`src/rtl/core/ppbm_pkg.sv`:
```
`timescale 1ns / 1ps
// ============================================================================
// ppbm_pkg
// Shared types and constants for the priority packet buffer manager.
// ============================================================================
package ppbm_pkg;

    localparam int BUFFERS    = 64;
    localparam int CATEGORIES = 8;
    localparam int CAT_BITS   = 3;
    localparam int LEN_BITS   = 12;
    localparam int DS_BITS    = 6;
    localparam int ID_BITS    = 6;
    localparam int CAT_SHIFT  = 3;

    localparam logic [0:0] REG_EGRESS_ENABLE = 1'b0;

    typedef enum logic [2:0] {
        ST_IDLE,
        ST_SCAN,
        ST_READ,
        ST_WRITE
    } ctrl_state_t;

    typedef struct packed {
        logic load;
        logic scan;
        logic read;
        logic commit;
    } dp_cmd_t;

    typedef struct packed {
        logic scan_done;
    } dp_status_t;

endpackage

```
`src/rtl/core/ppbm_ctrl.sv`:
```
`timescale 1ns / 1ps
// ============================================================================
// ppbm_ctrl
// Sequencer: load, head scan, memory read, commit.
// ============================================================================
module ppbm_ctrl
(
    input  logic                clk,
    input  logic                rst_n,
    input  logic                start,
    output logic                busy,
    output ppbm_pkg::dp_cmd_t   cmd,
    input  ppbm_pkg::dp_status_t status
);
    import ppbm_pkg::*;

    ctrl_state_t state_reg, state_next;

    always_ff @(posedge clk or negedge rst_n)
    begin
        if (!rst_n)
        begin
            state_reg <= ST_IDLE;
        end
        else
        begin
            state_reg <= state_next;
        end
    end

    always_comb
    begin
        state_next = state_reg;
        unique case (state_reg)
            ST_IDLE:  if (start) state_next = ST_SCAN;
            ST_SCAN:  if (status.scan_done) state_next = ST_READ;
            ST_READ:  state_next = ST_WRITE;
            ST_WRITE: state_next = ST_IDLE;
            default:  state_next = ST_IDLE;
        endcase
    end

    always_comb
    begin
        cmd  = '0;
        busy = 1'b1;
        unique case (state_reg)
            ST_IDLE:
            begin
                busy     = 1'b0;
                cmd.load = start;
            end
            ST_SCAN:  cmd.scan   = 1'b1;
            ST_READ:  cmd.read   = 1'b1;
            ST_WRITE: cmd.commit = 1'b1;
            default:  busy = 1'b1;
        endcase
    end

endmodule

```
`config.mk`:
```
export PLATFORM = sky130hd
export DESIGN_NAME = ppbm_ctrl
export DESIGN_NICKNAME = d
export VERILOG_FILES = /design/src/rtl/core/ppbm_pkg.sv /design/src/rtl/core/ppbm_ctrl.sv
export SDC_FILE = /design/constraint.sdc
export NUM_CORES = 1
export LEC_CHECK = 0
export ABC_CLOCK_PERIOD_IN_PS = 2770
export BUFFER_PORTS_ARGS = -buffer_cell sky130_fd_sc_hd__buf_2
export CAP_MARGIN = 20
export CORE_AREA = 10 10 47 49
export DETAILED_ROUTE_END_ITERATION = 8
export DIE_AREA = 0 0 57 59
export GPL_TIMING_DRIVEN = 0
export SETUP_SLACK_MARGIN = 0.4
export SLEW_MARGIN = 20
export SYNTH_ARGS = -nofsm -noshare
export SYNTH_HDL_FRONTEND = slang
export SYNTH_SLANG_ARGS = --single-unit
export TNS_END_PERCENT = 10
```
`constraint.sdc`:
```
create_clock -name clk -period 2.77 [get_ports clk]
set_input_delay 0 -clock clk [delete_from_list [all_inputs] [get_ports clk]]
set_output_delay 0 -clock clk [all_outputs]
set_load 0.05 [all_outputs]
```
==> results of run 1 <==
==> area by class of cell <==
type	count	area [µm²]
fillers	167	1120
multi-input cells	10	121
flip-flops and latches	2	50.0
repair buffers	9	50.0
clock buffers	3	22.5
well taps	16	20.0
inverters	4	15.0
==> metal layers <==
metal,up-vias,share of wire (%)
li1,75,-
met1,68,32
met2,5,59
met3,2,4.0
met4,0,4.2
met5,-,0
==> worst max-delay path, delay by kind of cell, from the launching register on <==
family | cells | cell delay [ns]
flip-flops | 1 | 0.38
multiplexers | 1 | 0.31
adder cells (fa/ha/maj) | 1 | 0.19
AO/OA/AOI/OAI | 1 | 0.15
AND/OR/NAND/NOR | 1 | 0.13
buffers and inverters | 1 | 0.08
==> how the worst min path moves through the flow <==
stage                   end  cells after the start
2_1_floorplan  state_reg[0]                      0
3_3_place_gp   state_reg[1]                      1
3_5_place_dp   state_reg[0]                      1
4_1_cts        state_reg[0]                      2
5_1_grt        state_reg[0]                      2
6_report       state_reg[0]                      2
==> metrics by stage <==
step,utilization (%),std cells
2_1_floorplan,-,16
3_3_place_gp,17.6,40
3_5_place_dp,17.6,40
4_1_cts,19.9,44
5_1_grt,19.9,44
6_report,19.9,44
==> cells in the final DEF (no fill, tap or decap), drive strengths merged <==
cell,count
ha,4
inv,4
nor2b,1
buf,8
and2,1
o32ai,1
mux2,1
dlygate4sd3,1
clkbuf,3
a21oi,2
dfrtp,2
==> timing repair <==
item / 4_1_cts / 5_1_grt
hold endpoints to repair: 2 / 0
buffers inserted: 0 / 0
hold buffers: 1 / 0
==> cells by family after synthesis <==
family                     synth area share [%]
buffers and inverters                      8.05
adders and majority gates                  26.8
AOI/OAI and AO/OA                          18.1
and+or+nand+nor                            12.1
DFF                                        26.8
muxes                                      8.05
==> results.cfg, run 1 <==
[synth]
synth-main-ff-cell = dfrtp_1
synth_area_per_cell_um2 = 11.7
netlist_instances = 16
yosysSeqAreaShare_pct = 26.8
synth_common_cells = ha_1, inv_1, a21oi_2, dfrtp_1
ys_types = 8
syn-num-nets = 24
yosys.area.top_type = dfrtp_1
yosys_register_bits = 2
syn_area_um2 = 186
synth-edff-count = 0
async_reset_ff_share_pct = 100
synth_top_area_share_pct = 26.8
synthTopCellsByArea = dfrtp_1, ha_1, a21oi_2
synth_warnings = 0

[grt]
grt_pass1_wl_um = 690
antenna_found_initial = 0
use_met3_pct = 0.858
use_met2_pct = 5.43
grt_overflow_total = 0
grt_max_degree = 5
grt_pass1_vias = 195
grt_usage_pct = 2.76
gr-max-usage-layer = met2
grt.met1_usage_pct = 1.54

[clocking]
clock_latency_ns = 0.22
path_clk_slew_ns = 0.03
cts_buffer_depth = 2
cts-root-buf = clkbuf_4
htreeDepth = 1
cts.sinks = 2
cts_tree = yes
cts_resized = 0
cts_made_buffers = 3

[critical_path]
r2r_cells = 5
reg2reg_to = state_reg[1]
r2r-start = state_reg[1]
worst_setup_path_end_kind = register
critical_path_class = register to register
slowest_delay_ns = 0.38
endpoint = state_reg[1]
crit_start = state_reg[1]
path_cells = inv_1, ha_1, nor2b_4, a21oi_2, mux2_4
slowest_stage = dfrtp_1
critPathLaunchType = register
arrival_ns = 1.47
cp.required_ns = 2.86
crit_fanout = 4
rrSetupSlack_ns = 1.39

[place]
globalplace.congestion = 0.630
dp_hpwl_um = 380
dpl_cell_area_um2 = 246
io_buffers = 8
dp_slack_ns = 1.39

[sta]
fin_skew_ns = 0.00213
finalCriticalPeriod_ns = 1.38
setup_viol = 0
fin_crit_sh_pct = 49.7
fin_ws_ns = 1.39
hold_viol = 0
rsz0062_at_grt = no
max-slew-margin-rel_pct = 83.1
finalSetupTns_ns = 0
maxSlewViolCount = 0
whs_ns = 0.103
worst_pin_slew_ns = 0.255
fmax_mhz = 726

[drt]
wl_per_cell_um = 9.18
drtPass1Iterations = 3
antenna_left = 0
drt_iter0_drc = 1
route.detailed.drc = 0
vias = 150
wirelength_um = 404
viasPerCell = 3.41

[cells_and_area]
antenna_cells = 0
area_growth_pct = 49.7
largest_reg_flops = 2
stdcell_area_um2 = 279
nNetsFinal = 38
layout-drive-gt1-share_pct = 60.7

[status]
outcome = finished, final reports clean

[die]
fp.dieArea_um2 = 3360
design.core.area_um2 = 1400
ios = 9
die_w_um = 57
die_h_um = 59
initial_core_util_pct = 13.3
rows = 14

[job]
max_cap_violations = 0

[min_path]
min_path_type = input port to async pin
Power of run 1 is left out: the tool's default activity adds up to more than one toggle a clock period on the data nets, which glitch-free logic cannot reach.
==> run 2, diff against run 1 <==
- ABC_CLOCK_PERIOD_IN_PS: 2770 -> 1300
- clock period: 2.77 -> 1.3 ns (I/O delays scaled with it)
==> results.cfg, run 2 (synthesis gave the netlist of run 1 again) <==
[drt]
wl_met3_um = 57
viasPerCell = 3.44
drt_iter0_drc = 0
vias = 165
wirelength_um = 548
wl_met2_um = 247
route.detailed.drc = 0
routed.top_layer = met3
antenna_left = 0
drtPass1Iterations = 1
wl_met1_um = 242
wl_per_cell_um = 11.4

[clocking]
htreeDepth = 1
clock_latency_ns = 0.22
cts_made_buffers = 3
cts_tree = yes
cts.sinks = 2
cts_buffer_depth = 2
path_clk_slew_ns = 0.03
cts-root-buf = clkbuf_4

[sta]
fin_crit_sh_pct = 98.9
maxSlewViolCount = 0
hold_viol = 0
worst_pin_slew_ns = 0.257
rsz0062_at_grt = yes
setup_viol = 0
fin_ws_ns = 0.0138
max-slew-margin-rel_pct = 83.0
finalCriticalPeriod_ns = 1.29
fin_skew_ns = 0.000755
fmax_mhz = 777
finalSetupTns_ns = 0

[cells_and_area]
layout_commonest_cell = buf_4
nNetsFinal = 42
antenna_cells = 0
area_growth_pct = 101
final_cell_mix = buf_4, buf_2, clkbuf_4
layout-drive-gt1-share_pct = 87.5
nFillCells = 152
fin_util_pct = 26.7
largest_reg_flops = 2
stdcell_area_um2 = 374

[critical_path]
critical_path_buf_inv_count = 0
slowest_stage = dfrtp_2
critical_path_class = register to register
worst_setup_path_end_kind = register
critPathLaunchType = register
cp.required_ns = 1.40
crit_fanout = 3
critPathTopFamily = flip-flops
path_cells = ha_4, nor2b_4, a21oi_4, mux2_4
r2r-start = state_reg[0]
crit_start = state_reg[0]
slowest_delay_ns = 0.43
arrival_ns = 1.39

[job]
max_cap_violations = 0

[grt]
grt_overflow_total = 0
grt_max_degree = 4
grt_pass1_vias = 204
antenna_found_initial = 0
grt_usage_pct = 3.80
grt_pass1_wl_um = 938

[status]
outcome = finished, final reports clean

[die]
fp.dieArea_um2 = 3360
die_h_um = 59
design.core.area_um2 = 1400
ios = 9
initial_core_util_pct = 13.3
die_w_um = 57
rows = 14

[place]
dp_slack_ns = -0.0574
io_buffers = 8
dp_hpwl_um = 393
globalplace.congestion = 0.689
dpl_cell_area_um2 = 278

[min_path]
min_path_type = input port to async pin
-- run 2: layout make-up --
| class | instances | area (µm²) | share of cell area (%) |
|---|---|---|---|
| Multi-Input combinational cell | 10 | 156 | 41.8 |
| Timing Repair Buffer | 13 | 105 | 28.1 |
| Sequential cell | 2 | 51.3 | 13.7 |
| Clock buffer | 3 | 22.5 | 6.02 |
| Tap cell | 16 | 20.0 | 5.35 |
| Inverter | 4 | 18.8 | 5.02 |
-- run 2: routing by layer --
metal	vias up	global-route usage, %
li1	86	-
met1	70	3.92
met3	0	3.22
met5	-	0
met2	9	4.81
met4	0	3.02
-- run 2: repair_timing --
| item | 4_1_cts | 5_1_grt |
|---|---|---|
| endpoints found under the setup margin | 7 | 7 |
| pin swaps | 1 | 2 |
| gates resized for setup | 2 | 11 |
| hold buffers | 1 | 0 |
| setup buffers | 3 | 1 |
| endpoints found under the hold margin | 2 | 0 |
-- run 2: worst paths after layout --
| kind | endpoint | slack, ns | depth (start not counted) |
|---|---|---|---|
| worst max-delay path | state_reg[1] | 0.01 | 4 |
| worst min-delay path | state_reg[1] | 0.1 | 2 |
| worst max register to register | state_reg[1] | 0.01 | 4 |
| worst min register to register | state_reg[1] | 0.65 | 2 |
| max in group asynchronous | state_reg[0] | 1.09 | 2 |
| min in group clk | state_reg[0] | 0.25 | 4 |
-- run 2: worst reg2reg max path, delay by kind of cell, from the launching register on --
kind,cells,cell delay (ns)
flops,1,0.43
mux,1,0.31
fa+ha+maj,1,0.17
simple gates,1,0.13
compound gates,1,0.13
-- run 2: per-stage QoR --
stage	hold slack, ns	std cells
2_1_floorplan	-0.296	16
3_3_place_gp	-0.212	40
4_1_cts	0.0897	47
3_5_place_dp	-0.211	40
5_1_grt	0.109	48
6_report	0.0993	48
Power of run 2 is left out for the same reason.
==> run 3, diff against run 2 <==
- CORE_AREA: 10 10 47 49 -> 2 2 39 41
- DIE_AREA: 0 0 57 59 -> 0 0 41 43
==> results.cfg, run 3 (synthesis gave the netlist of run 1 again) <==
[sta]
maxSlewViolCount = 0
max-slew-margin-rel_pct = 83.5
finalCriticalPeriod_ns = 1.28
fin_crit_sh_pct = 98.1
fmax_mhz = 784
hold_viol = 0
fin_skew_ns = 0.00296
finalSetupTns_ns = 0
worst_pin_slew_ns = 0.250
setup_viol = 0
fin_ws_ns = 0.0247
rsz0062_at_grt = yes

[die]
initial_core_util_pct = 13.5
design.core.area_um2 = 1380
fp.dieArea_um2 = 1760
rows = 14
die_w_um = 41
ios = 9
die_h_um = 43

[grt]
grt_pass1_vias = 172
grt_usage_pct = 6.83
grt_overflow_total = 0
grt_pass1_wl_um = 690
antenna_found_initial = 0
grt_max_degree = 4

[drt]
wirelength_um = 498
wl_per_cell_um = 10.4
drt_iter0_drc = 4
route.detailed.drc = 0
drtPass1Iterations = 2
vias = 168
antenna_left = 0
viasPerCell = 3.50

[critical_path]
crit_start = state_reg[0]
rrSetupSlack_ns = 0.02
worst_setup_path_end_kind = register
r2r_cells = 4
reg2reg_to = state_reg[1]
cp.required_ns = 1.41
critical_path_class = register to register
r2r-start = state_reg[0]
arrival_ns = 1.38
crit_fanout = 3
critPathLaunchType = register

[cells_and_area]
final_cell_mix = buf_2, buf_4, ha_4, clkbuf_4
antenna_cells = 0
layout_commonest_cell = buf_2
largest_reg_flops = 2
area_growth_pct = 107
layout-drive-gt1-share_pct = 87.5
nNetsFinal = 42

[min_path]
min_path_type = input port to async pin

[clocking]
cts_tree = yes
cts_buffer_depth = 2
clock_latency_ns = 0.23
htreeDepth = 1
cts_made_buffers = 3
path_clk_slew_ns = 0.03
cts-root-buf = clkbuf_4
cts.sinks = 2

[place]
dp_hpwl_um = 332
io_buffers = 8
dp_slack_ns = -0.0722
globalplace.congestion = 0.637

[status]
outcome = finished, final reports clean

[job]
max_cap_violations = 0
==> run 3: cell counts in the layout (fill, tap and decap cells not counted) <==
No cell type changed its count.
==> run 3: through the flow <==
step | area (µm²) | hold slack (ns) | std cells | utilization [%]
after global routing | 387 | 0.0926 | 48 | 27.9
final | 387 | 0.0946 | 48 | 27.9
after detailed placement | 278 | -0.215 | 40 | 20.1
after floorplan | 218 | -0.296 | 16 | -
after global placement | 278 | -0.212 | 40 | 20.1
after CTS | 339 | 0.0879 | 46 | 24.5
==> run 3: routing by layer <==
layer / wire length (µm) / vias to the layer above / GRT usage, %
li1: - / 84 / -
met1: 226 / 75 / 7.10
met3: 34 / 0 / 4.71
met2: 237 / 9 / 7.81
met5: 0 / - / 0
met4: 0 / 0 / 8.00
==> run 3: how the worst max path moves through the flow <==
| stage | slack (ns) | end | depth (start not counted) |
|---|---|---|---|
| 2_1_floorplan | -0.08 | state_reg[1] | 5 |
| 3_3_place_gp | -0.07 | state_reg[1] | 5 |
| 3_5_place_dp | -0.07 | state_reg[1] | 5 |
| 4_1_cts | 0.01 | state_reg[1] | 4 |
| 5_1_grt | -0.02 | state_reg[1] | 4 |
| 6_report | 0.02 | state_reg[1] | 4 |
==> run 3: layout make-up <==
cell class	count	area (µm²)
fillers	145	997
multi-input cells	10	169
repair buffers	13	106
flip-flops and latches	2	50.0
clock buffers	3	22.5
well taps	16	20.0
inverters	4	18.8
==> run 3: worst max-delay path: stages (launching register included) <==
cell     delay, ns
dfrtp_1       0.41
ha_4          0.18
nor2b_4       0.13
a21oi_4       0.13
mux2_4        0.31
==> run 3: what timing repair did <==
item,4_1_cts,5_1_grt
hold buffers,1,0
setup endpoints to repair,7,7
buffers inserted,2,2
gates resized for setup,3,10
pin swaps,1,3
hold endpoints to repair,2,0
Power of run 3 is left out for the same reason.
